[config.mk]
export PLATFORM = sky130hd
export DESIGN_NAME = i2c_master_bit_engine_core
export DESIGN_NICKNAME = d
export VERILOG_FILES = /design/src/hdl/i2cbe_pkg.sv /design/src/hdl/i2cbe_step.sv /design/src/hdl/i2c_master_bit_engine_core.sv
export SDC_FILE = /design/constraint.sdc
export NUM_CORES = 1
export LEC_CHECK = 0
export BUFFER_PORTS_ARGS = -buffer_cell sky130_fd_sc_hd__clkbuf_2
export CORE_MARGIN = 2
export CORE_UTILIZATION = 50
export CTS_BUF_LIST = sky130_fd_sc_hd__clkbuf_8
export CTS_CLUSTER_DIAMETER = 80
export DETAILED_ROUTE_END_ITERATION = 8
export GPL_TIMING_DRIVEN = 0
export PLACE_DENSITY = 0.7
export RECOVER_POWER = 25
export REMOVE_ABC_BUFFERS = 1
export SYNTH_ARGS = -nofsm -noshare
export SYNTH_HDL_FRONTEND = slang
export SYNTH_HIERARCHICAL = 1
export SYNTH_SLANG_ARGS = --single-unit
export TNS_END_PERCENT = 50
[constraint.sdc]
create_clock -name clock -period 7.5 [get_ports clock]
set_clock_uncertainty 0.2 [all_clocks]
set_input_delay 0.375 -clock clock [delete_from_list [all_inputs] [get_ports clock]]
set_output_delay 0.375 -clock clock [all_outputs]
set_load 0.05 [all_outputs]
[src/hdl/i2cbe_pkg.sv]
// Package for the I2C master bit engine: command codes, engine state and result records.
// Used by i2cbe_step and i2c_master_bit_engine_core; depends on nothing else.

package i2cbe_pkg;

   localparam int unsigned HALF_PERIOD_W     = 8;
   localparam int unsigned HALF_PERIOD_RESET = 5;
   localparam int unsigned BYTE_W            = 8;
   localparam int unsigned BIT_IDX_W         = $clog2(BYTE_W);
   localparam int unsigned REQ_TDATA_W       = 16;
   localparam int unsigned REQ_TUSER_W       = 3;
   localparam int unsigned RSP_TDATA_W       = 16;

   typedef enum logic [2:0] {
      CMD_NONE     = 3'd0,
      CMD_START    = 3'd1,
      CMD_STOP     = 3'd2,
      CMD_WRITE    = 3'd3,
      CMD_READ     = 3'd4,
      CMD_ACK      = 3'd5,
      CMD_NACK     = 3'd6,
      CMD_READ_ACK = 3'd7
   } cmd_type;

   // Everything the engine keeps from one tick to the next.
   typedef struct packed {
      cmd_type                     cmd;
      logic                        phase;      // 0: before the middle action, 1: after it
      logic [BIT_IDX_W-1:0]        bit_count;
      logic [HALF_PERIOD_W-1:0]    tick_count;
      logic [BYTE_W-1:0]           shift;
      logic                        scl;
      logic                        sda;
      logic                        sda_in_mode;
      logic                        ack;
      logic [BYTE_W-1:0]           last_read;
   } eng_state_type;

   // One result item, as it leaves the block.
   typedef struct packed {
      logic                        rejected;
      logic                        ack_seen;
      logic [BYTE_W-1:0]           read_byte;
      logic                        done_res;
      logic                        busy_res;
      logic                        sda_input_mode;
      logic                        sda_drive;
      logic                        scl_level;
   } rsp_type;

endpackage

[src/hdl/i2cbe_step.sv]
// One tick of the I2C bit engine: next engine state and the result item for that tick.
// Purely combinational; depends on i2cbe_pkg.

module i2cbe_step
   import i2cbe_pkg::*;
(
   input  eng_state_type            cur,
   input  logic [HALF_PERIOD_W-1:0] half_period,
   input  cmd_type                  func,
   input  logic [BYTE_W-1:0]        write_byte,
   input  logic                     sda_level,
   output eng_state_type            nxt,
   output rsp_type                  rsp
);

   logic [HALF_PERIOD_W-1:0] eff_half;
   logic [HALF_PERIOD_W-1:0] tick_inc;
   logic                     delay_end;
   logic                     rejected;
   logic                     done;
   logic                     last_bit;
   logic [BYTE_W-1:0]        shift_wr;
   logic [BYTE_W-1:0]        shift_rd;

   // A zero delay behaves as a delay of one tick.
   assign eff_half  = (half_period == '0) ? HALF_PERIOD_W'(1) : half_period;
   assign tick_inc  = cur.tick_count + HALF_PERIOD_W'(1);
   assign delay_end = (tick_inc >= eff_half) || (tick_inc == '0);
   assign last_bit  = (cur.bit_count == '1);
   assign shift_wr  = {cur.shift[BYTE_W-2:0], 1'b0};
   assign shift_rd  = {cur.shift[BYTE_W-2:0], sda_level};

   always_comb begin
      nxt      = cur;
      rejected = 1'b0;
      done     = 1'b0;
      if (cur.cmd == CMD_NONE) begin
         if (func != CMD_NONE) begin
            nxt.cmd        = func;
            nxt.phase      = 1'b0;
            nxt.bit_count  = '0;
            nxt.tick_count = '0;
            unique case (func)
               CMD_START: begin
                  nxt.sda_in_mode = 1'b0;
                  nxt.scl         = 1'b1;
                  nxt.sda         = 1'b1;
               end
               CMD_STOP, CMD_ACK: begin
                  nxt.sda_in_mode = 1'b0;
                  nxt.sda         = 1'b0;
               end
               CMD_WRITE: begin
                  nxt.sda_in_mode = 1'b0;
                  nxt.shift       = write_byte;
                  nxt.sda         = write_byte[BYTE_W-1];
               end
               CMD_READ: begin
                  nxt.sda_in_mode = 1'b1;
                  nxt.shift       = '0;
               end
               CMD_NACK: begin
                  nxt.sda_in_mode = 1'b0;
                  nxt.sda         = 1'b1;
               end
               CMD_READ_ACK, CMD_NONE: begin
                  nxt.sda_in_mode = 1'b1;
               end
            endcase
         end
      end else begin
         rejected       = (func != CMD_NONE);
         nxt.tick_count = tick_inc;
         if (delay_end) begin
            nxt.tick_count = '0;
            if (!cur.phase) begin
               // Middle action: SDA falls for a start, otherwise SCL rises.
               if (cur.cmd == CMD_START) begin
                  nxt.sda = 1'b0;
               end else begin
                  nxt.scl = 1'b1;
               end
               nxt.phase = 1'b1;
            end else begin
               done = 1'b1;
               unique case (cur.cmd)
                  CMD_STOP: begin
                     nxt.sda = 1'b1;
                  end
                  CMD_WRITE: begin
                     nxt.scl = 1'b0;
                     if (!last_bit) begin
                        done          = 1'b0;
                        nxt.bit_count = cur.bit_count + BIT_IDX_W'(1);
                        nxt.shift     = shift_wr;
                        nxt.sda       = shift_wr[BYTE_W-1];
                        nxt.phase     = 1'b0;
                     end
                  end
                  CMD_READ: begin
                     nxt.scl   = 1'b0;
                     nxt.shift = shift_rd;
                     if (!last_bit) begin
                        done          = 1'b0;
                        nxt.bit_count = cur.bit_count + BIT_IDX_W'(1);
                        nxt.phase     = 1'b0;
                     end else begin
                        nxt.last_read = shift_rd;
                     end
                  end
                  CMD_READ_ACK: begin
                     nxt.scl = 1'b0;
                     nxt.ack = ~sda_level;
                  end
                  CMD_START, CMD_ACK, CMD_NACK, CMD_NONE: begin
                     nxt.scl = 1'b0;
                  end
               endcase
               if (done) begin
                  nxt.cmd        = CMD_NONE;
                  nxt.phase      = 1'b0;
                  nxt.bit_count  = '0;
                  nxt.tick_count = '0;
               end
            end
         end
      end
   end

   always_comb begin
      rsp.scl_level      = nxt.scl;
      rsp.sda_drive      = nxt.sda;
      rsp.sda_input_mode = nxt.sda_in_mode;
      rsp.busy_res       = (nxt.cmd != CMD_NONE);
      rsp.done_res       = done;
      rsp.read_byte      = nxt.last_read;
      rsp.ack_seen       = nxt.ack;
      rsp.rejected       = rejected;
   end

endmodule

[src/hdl/i2c_master_bit_engine_core.sv]
// Top level of the I2C master bit engine: handshakes, state and result registers.
// Depends on i2cbe_pkg and i2cbe_step.
//
// Usage. Each item on the req_ channel is one base tick of the bus timing. It
// carries an optional command in req_tuser (none, start, stop, write byte, read
// byte, send ACK, send NACK, read ACK), the byte to send and the SDA level seen
// on that tick. Every accepted item gives exactly one item on the rsp_ channel
// with the pin levels to drive after that tick, the busy and done flags, the
// last byte read, the last ACK seen and a flag for a command that was refused
// because a sequence was still running.
// The csr_ channel writes the half period in ticks; it is always ready and is
// meant to be written while no sequence is running.
// The result is registered and valid in the cycle after acceptance. The engine
// takes one item every clock cycle while the receiver keeps up: the tick update is
// a single pass of short logic from the state register into the result register.
// When the receiver stalls, the result register holds its item and req_tready
// falls, so no tick is lost or doubled; the result register frees as soon as
// its item is taken, in the same cycle as a new item enters.
// Reset leaves the bus idle with SCL and SDA high, SDA driven, no sequence
// active, the half period at five ticks and no result pending.

module i2c_master_bit_engine_core
   import i2cbe_pkg::*;
#(
   parameter int unsigned HalfPeriodReset = HALF_PERIOD_RESET
) (
   input  logic                     clock,
   input  logic                     reset,
   // Input ticks.
   input  logic                     req_tvalid,
   output logic                     req_tready,
   input  logic [REQ_TDATA_W-1:0]   req_tdata,   // [7:0] write_byte, [8] sda_level, rest zero
   input  logic [REQ_TUSER_W-1:0]   req_tuser,   // [2:0] func
   // Results.
   output logic                     rsp_tvalid,
   input  logic                     rsp_tready,
   output logic [RSP_TDATA_W-1:0]   rsp_tdata,   // [0] scl_level, [1] sda_drive,
                                                 // [2] sda_input_mode, [3] busy_res,
                                                 // [4] done_res, [12:5] read_byte,
                                                 // [13] ack_seen, [14] rejected, [15] zero
   // Half period register.
   input  logic                     csr_valid,
   output logic                     csr_ready,
   input  logic [HALF_PERIOD_W-1:0] csr_data
);

   logic [HALF_PERIOD_W-1:0] half_ff;
   logic [HALF_PERIOD_W-1:0] half_in;
   eng_state_type            st_ff;
   eng_state_type            st_in;
   eng_state_type            st_step;
   rsp_type                  rsp_ff;
   rsp_type                  rsp_in;
   rsp_type                  rsp_step;
   logic                     rsp_tvalid_ff;
   logic                     rsp_tvalid_in;
   logic                     req_accept;

   assign csr_ready  = 1'b1;
   assign half_in    = (csr_valid && csr_ready) ? csr_data : half_ff;

   // The result register is free when empty or when its item leaves this cycle.
   assign req_tready = !rsp_tvalid_ff || rsp_tready;
   assign req_accept = req_tvalid && req_tready;

   i2cbe_step u_step (
      .cur         (st_ff),
      .half_period (half_ff),
      .func        (cmd_type'(req_tuser[2:0])),
      .write_byte  (req_tdata[BYTE_W-1:0]),
      .sda_level   (req_tdata[BYTE_W]),
      .nxt         (st_step),
      .rsp         (rsp_step)
   );

   assign st_in         = req_accept ? st_step : st_ff;
   assign rsp_in        = req_accept ? rsp_step : rsp_ff;
   assign rsp_tvalid_in = req_accept || (rsp_tvalid_ff && !rsp_tready);

   always_ff @(posedge clock) begin
      if (reset) begin
         half_ff             <= HALF_PERIOD_W'(HalfPeriodReset);
         st_ff.cmd           <= CMD_NONE;
         st_ff.phase         <= 1'b0;
         st_ff.bit_count     <= '0;
         st_ff.tick_count    <= '0;
         st_ff.shift         <= '0;
         st_ff.scl           <= 1'b1;
         st_ff.sda           <= 1'b1;
         st_ff.sda_in_mode   <= 1'b0;
         st_ff.ack           <= 1'b0;
         st_ff.last_read     <= '0;
         rsp_tvalid_ff       <= 1'b0;
      end else begin
         half_ff             <= half_in;
         st_ff               <= st_in;
         rsp_tvalid_ff       <= rsp_tvalid_in;
      end
   end

   always_ff @(posedge clock) begin
      rsp_ff <= rsp_in;
   end

   assign rsp_tvalid = rsp_tvalid_ff;
   assign rsp_tdata  = RSP_TDATA_W'(rsp_ff);

   // A finished sequence never reports itself busy on the same tick.
   a_done_not_busy: assert property (@(posedge clock) disable iff (reset)
      rsp_tvalid_ff && rsp_ff.done_res |-> !rsp_ff.busy_res)
      else $error("done and busy reported together");

   // An idle engine keeps its counters and phase cleared.
   a_idle_clear: assert property (@(posedge clock) disable iff (reset)
      st_ff.cmd == CMD_NONE |-> st_ff.tick_count == '0 && st_ff.bit_count == '0 && !st_ff.phase)
      else $error("idle engine holds a stale count");

   // A command on an idle tick is never rejected.
   a_no_reject_idle: assert property (@(posedge clock) disable iff (reset)
      req_accept && st_ff.cmd == CMD_NONE |=> !rsp_ff.rejected)
      else $error("command rejected while idle");

   // Only byte commands step through bits.
   a_bits_byte_only: assert property (@(posedge clock) disable iff (reset)
      st_ff.bit_count != '0 |-> st_ff.cmd == CMD_WRITE || st_ff.cmd == CMD_READ)
      else $error("bit count moved outside a byte command");

endmodule

After elaboration in Yosys (flattened, before gate mapping) --
Index checks and enable logic that the tools add are counted.
Cells by class: add/subtract/negate cells 2, order comparisons 1, eq/ne operators 19, muxes and demuxes 34, bitwise logic cells 3, reductions and logical operators 28
Operators by type and width (count):
- two-way mux 25 bit | 2
- two-way mux 8 bit | 4
- one-hot mux 8 bit (2 select lines) | 2
- == test 3 bit (second input constant) | 9
- two-way mux 9 bit | 3
- two-way mux 26 bit | 1
- two-way mux 19 bit | 1
- zero test 8 bit | 2
- two-way mux 15 bit | 1
- two-way mux 1 bit | 13
- == test 3 x 2 -> 1 bit (second input constant) | 4
- nonzero test 3 bit | 4
- != test 3 bit (second input constant) | 3
- adder 8 x 1 -> 8 bit (second input constant) | 1
- greater-or-equal comparator 8 bit | 1
- two-way mux 4 bit | 2
- AND reduction 7 bit | 1
- OR reduction 7 bit | 1
- == test 3 x 1 -> 1 bit (second input constant) | 2
- zero test 3 bit | 2
- AND reduction 6 bit | 1
- OR reduction 2 bit | 3
- OR reduction 3 bit | 2
- OR reduction 5 bit | 1
- other kinds (13) | 21
Storage, ports and cells: register bits 58, input port bits 32

Depth between registers and ports, before layout --
Gate-level depths: netlist (run 1).
word-level depth 11, mapped depth 14, depth with buffers taken out 13

Cells and area by module --
Netlist (run 1), hierarchy kept.
By module, submodules not included:
- i2c_master_bit_engine_core | instances 1, cells an instance 210, area each 2536.2 um^2
- i2cbe_step | instances 1, cells an instance 239, area each 1537.7 um^2

Worst setup path before layout (run 1) --
No wires, ideal clock.
kind flip-flop to flip-flop, start register st_ff[20] in the netlist's numbering, end register rsp_ff (netlist bit rsp_tdata[5]), data pin, arrival time 3.050 ns, required time 7.049 ns, slack 3.999 ns, cell stages (with the launch flop) 14, path buffers 2, cells stage by stage dfxtp_1 -> ha_1 -> nand2_1 -> or3_1 -> xnor2_1 -> ha_1 -> and3_1 -> nand3_1 -> o21a_1 -> o21a_1 -> or4_1 -> buf_6 -> mux2_4 -> buf_4
RTL lines:
- start, declared | RTL line i2c_master_bit_engine_core.sv:49 | eng_state_type st_ff;
- start signal, assigned | RTL line i2c_master_bit_engine_core.sv:96 | st_ff <= st_in;
- end signal, assigned | RTL line i2c_master_bit_engine_core.sv:102 | rsp_ff <= rsp_in;
- end, declared | RTL line i2c_master_bit_engine_core.sv:52 | rsp_type rsp_ff;

==> flow_summary.json, run 1 <==
{
  "min_path_type": "in -> reg",
  "cp.required_ns": 7.40,
  "areaGrowthSynthToFinish_pct": 4.271,
  "grt_start_max_net_pins": 68,
  "drive_above_1_share": 0.2320,
  "fillers": 730,
  "final_cell_mix": "43 x dfxtp_1, 32 x a21bo_1, 32 x a21oi_2, 32 x nand2_1, 27 x nand3_1",
  "fp.dieH_um": 93.26,
  "finalWorstSetupSlack_ns": 3.225,
  "yosysWarningCount": 6,
  "final_common_cell": "dfxtp_1",
  "whs_ns": 0.04102,
  "grt_usage": 0.2096,
  "drt_iter0_markers": 210,
  "antenna_cells": 0,
  "setup_viol": 0,
  "boundaryPins": 51,
  "fin_tns_setup_ns": 0,
  "routed_wirelength_mm": 8.559,
  "critPathMaxFanout": 8,
  "synth_area_per_cell_um2": 9.095,
  "coreArea_mm2": 0.007727,
  "grt_pass1_vias": 3077,
  "vias": 3152,
  "final_cells": 546,
  "crit_type": "reg -> reg",
  "netlist_area_mm2": 0.003984,
  "finalCriticalPeriod_ns": 4.275,
  "root_buffer": "clkbuf_8",
  "fin_crit_sh": 0.5700,
  "clock.fmax_ghz": 0.2339,
  "area.sequential_mm2": 0.001311,
  "grt_antenna_before_repair": 0,
  "cts_tree": "done",
  "p_per_area_mw_per_mm2": 176.9,
  "clockBufferDepth": 2,
  "syn_inst": 438,
  "drv_slew": 46,
  "failed_checks": "capacitance limit, slew limit",
  "postCtsSetupBuffers": 0,
  "grt_pass1_wl_mm": 14.66,
  "power.leakage_nw": 1.515,
  "routed_via_density": 5.773,
  "multi_input_area_mm2": 0.002255,
  "cap_violations": 1,
  "dpl_worst_slack_ns": 3.365,
  "drc": 0,
  "dp.cells": 529,
  "cts.clk_slew.worst_paths_ns": 0.07,
  "cts_num_sinks": 58,
  "die-area_mm2": 0.008697,
  "hold_viol": 0,
  "nets": 481,
  "chipWidth_um": 93.26,
  "run_status": "finished with violations",
  "first_pass_iters": 5,
  "wl_per_cell_um": 15.68,
  "worst_pin_slew_ns": 2.842,
  "slew_headroom": -0.8947,
  "ctsHtreeMaxLevel": 3,
  "initial_utilization": 0.5155,
  "final_util": 0.5376,
  "rsz0062_at_grt": "false",
  "rows": 32,
  "arrival_ns": 4.18,
  "cts.repair.resized": 0,
  "endpoint_kind": "flop",
  "ir_worst_vdd_mv": 0.08288,
  "globalplace.congestion": 0.8072,
  "cts_buffers": 9,
  "dp_hpwl_mm": 5.440,
  "gr-total-overflow": 0,
  "start_kind": "flop",
  "port-buffer-count": 41,
  "clk-insertion-delay-late_ns": 0.34,
  "antenna_left": 0,
  "cts_hold_buf": 0
}
## layer usage
layer / share of wire / track usage
met5: 0 / 0
met4: 0.012 / 0.06740
met3: 0.046 / 0.05399
met2: 0.48 / 0.3411
met1: 0.46 / 0.2716
## cell type report
class                      instances  share of cell area
clock buffer                       9             0.02982
clock inverter                     7             0.01084
inverter                          20             0.01807
multi-input combinational        307              0.5428
sequential                        58              0.3157
tap                              102             0.03072
timing repair buffer              43             0.05211
## critical path, stage by stage, from the launching register on
cell and delay [ns]:
dfxtp_1 0.49, ha_1 0.27, nand2_1 0.11, or3_1 0.35, xnor2_1 0.25, ha_1 0.29, and3_1 0.16, a221oi_1 0.28
o21a_1 0.26, o21a_1 0.32, or4_1 0.55, mux2_4 0.36, nand3_2 0.06, a21oi_2 0.07
## final timing paths
check	from	endpoint	slack, ns	cells past startpoint
min	csr_data[2]	half_ff[2]	0.04	2
min reg2reg	half_ff[3]	half_ff[3]	0.30	2
max reg2reg	st_ff[20]	st_ff[3]	3.23	13
max	st_ff[20]	st_ff[3]	3.23	13
## registers in the layout (all words and copies together), names as in the netlist
| register | count |
|---|---|
| half_ff | 8 |
| rsp_tdata | 15 |
| rsp_tvalid | 1 |
| st_ff | 34 |
## metrics by stage
step                      total power [W]  instance area [um2]
after floorplan                 0.0004340                 3631
after global placement          0.0004762                 3964
after detailed placement        0.0004817                 3980
after CTS                       0.0007383                 4149
after global routing            0.0007663                 4154
final                           0.0007348                 4154
## power breakdown
group	switching, W	leakage, nW	internal [W]
sequential	0.0000117	0.495	0.000333
combinational	0.0000894	0.941	0.0000427
clock	0.000140	0.0791	0.000118
Note: power is estimated with default switching activity, not from simulation.
==> inputs of run 2 (changes only) <==
Clock period 7.5 ns to 4.1 ns, I/O delays scaled along.
==> run 2 against run 1 <==
  * The flow now finishes without violations
  * Register-to-register slack worse by 2.9 ns
  * Via count rose by 1.9%
  * Die area unchanged
  * Routed wire length rose by 0.47%
  * Combinational power increased by 89%
  * Critical path type unchanged
  * Clock-buffer cell count stayed put
  * Setup slack got worse by 2.9 ns
  * Critical endpoint is now st_ff[7]
==> flow_summary.json, run 2 (synthesis results as in run 1) <==
{
  "coreArea_mm2": 0.007727,
  "cts_num_sinks": 58,
  "antenna_cells": 0,
  "cts_buffers": 9,
  "grt_antenna_before_repair": 0,
  "final_cell_mix": "42 x dfxtp_1, 32 x a21bo_1, 32 x a21oi_2, 32 x nand2_1, 27 x nand3_1",
  "top_register": "st_ff",
  "slew_headroom": 0.09977,
  "cp.required_ns": 4.08,
  "initial_utilization": 0.5155,
  "chipWidth_um": 93.26,
  "clockBufferDepth": 2,
  "cts.clk_slew.worst_paths_ns": 0.07,
  "grt_usage": 0.2113,
  "clk-insertion-delay-late_ns": 0.35,
  "finalCriticalPeriod_ns": 3.812,
  "root_buffer": "clkbuf_8",
  "endpoint_kind": "flop",
  "final_cells": 554,
  "drive_above_1_share": 0.2389,
  "grt_pass1_vias": 3108,
  "vias": 3211,
  "arrival_ns": 3.79,
  "globalplace.congestion": 0.8072,
  "fin_area_mm2": 0.004247,
  "drt_iter0_markers": 198,
  "run_status": "finished clean",
  "fp.dieH_um": 93.26,
  "dp_hpwl_mm": 5.440,
  "final_common_cell": "dfxtp_1",
  "grtUsageMet2": 0.3447,
  "ir_worst_vdd_mv": 0.1514,
  "largest_register_ffs": 34,
  "p_total_w": 0.001352,
  "nets": 489,
  "fin_crit_sh": 0.9299,
  "port-buffer-count": 41,
  "worst_pin_slew_ns": 1.350,
  "postCtsSetupBuffers": 0,
  "hold_viol": 0,
  "crit_type": "reg -> reg",
  "grt.met3_usage": 0.05399,
  "routed_wirelength_mm": 8.599,
  "start_kind": "flop",
  "rsz0062_at_grt": "false",
  "wl_per_cell_um": 15.52,
  "die-area_mm2": 0.008697,
  "clock.fmax_ghz": 0.2623,
  "dp.cells": 529,
  "power.leakage_nw": 1.552,
  "setup_viol": 0,
  "drc": 0,
  "antenna_left": 0,
  "top_usage_layer": "met2",
  "fin_tns_setup_ns": 0,
  "place_area_mm2": 0.003980,
  "first_pass_iters": 4,
  "cts_tree": "done",
  "min_path_type": "in -> reg",
  "areaGrowthSynthToFinish_pct": 6.595,
  "grt_pass1_wl_mm": 14.79,
  "drv_slew": 0,
  "routed_via_density": 5.796,
  "p_per_area_mw_per_mm2": 318.5,
  "rows": 32,
  "grt_start_max_net_pins": 68,
  "cap_violations": 0,
  "boundaryPins": 51,
  "gr-total-overflow": 0,
  "grt_use_met1": 0.2736,
  "ctsHtreeMaxLevel": 3,
  "critPathMaxFanout": 8
}
## run 2: final timing paths
check                    start            to  slack (ns)  cells after the start
setup reg to reg     st_ff[21]      st_ff[7]        0.29                     13
hold reg to reg     half_ff[3]    half_ff[3]        0.30                      2
setup / recovery     st_ff[21]      st_ff[7]        0.29                     13
hold / removal    req_tdata[8]  rsp_tdata[5]        0.06                      2
## run 2: power breakdown
part           switching (W)  internal, W
clock network       0.000258     0.000216
registers          0.0000213     0.000609
logic               0.000165    0.0000832
total               0.000444     0.000908
## run 2: layout make-up
type,count,area [um2]
clock inverter,7,45.04
timing repair buffer,51,296.5
clock buffer,9,123.9
inverter,20,75.07
fill,722,3481
sequential,58,1313
multi-input combinational,307,2266
tap,102,127.6
## run 2: metal layers
| metal | up-vias | routed length [um] | part of all wire |
|---|---|---|---|
| met4 | 0 | 129 | 0.015 |
| met5 | - | 0 | 0 |
| met2 | 84 | 4108 | 0.48 |
| met3 | 14 | 450 | 0.052 |
| met1 | 1522 | 3911 | 0.45 |
| li1 | 1591 | - | - |
## run 2: through the flow
| step | worst slack (ns) | util | hold slack (ns) |
|---|---|---|---|
| after floorplan | 0.5955 | - | 0.06744 |
| after global placement | 0.04590 | 0.5130 | 0.2132 |
| after detailed placement | -0.03546 | 0.5151 | 0.2259 |
| after CTS | 0.1824 | 0.5478 | 0.04631 |
| after global routing | 0.03416 | 0.5495 | 0.04573 |
| final | 0.2875 | 0.5495 | 0.05780 |
## run 2: critical path, stage by stage (launching register included)
cell and delay [ns]:
dfxtp_1 0.46, ha_1 0.26, nand2_1 0.11, or3_1 0.35, xnor2_1 0.25, ha_1 0.29, and3_1 0.16, a221oi_1 0.28
o21a_1 0.27, o21a_2 0.26, or4_4 0.27, mux2_4 0.32, nand3_1 0.08, a21oi_2 0.07
## run 2: what timing repair did
item,in CTS,in global routing
setup endpoints to repair,16,29
hold endpoints to repair,8,0
gates resized for setup,1,4
hold buffers,8,0
pin swaps,0,0
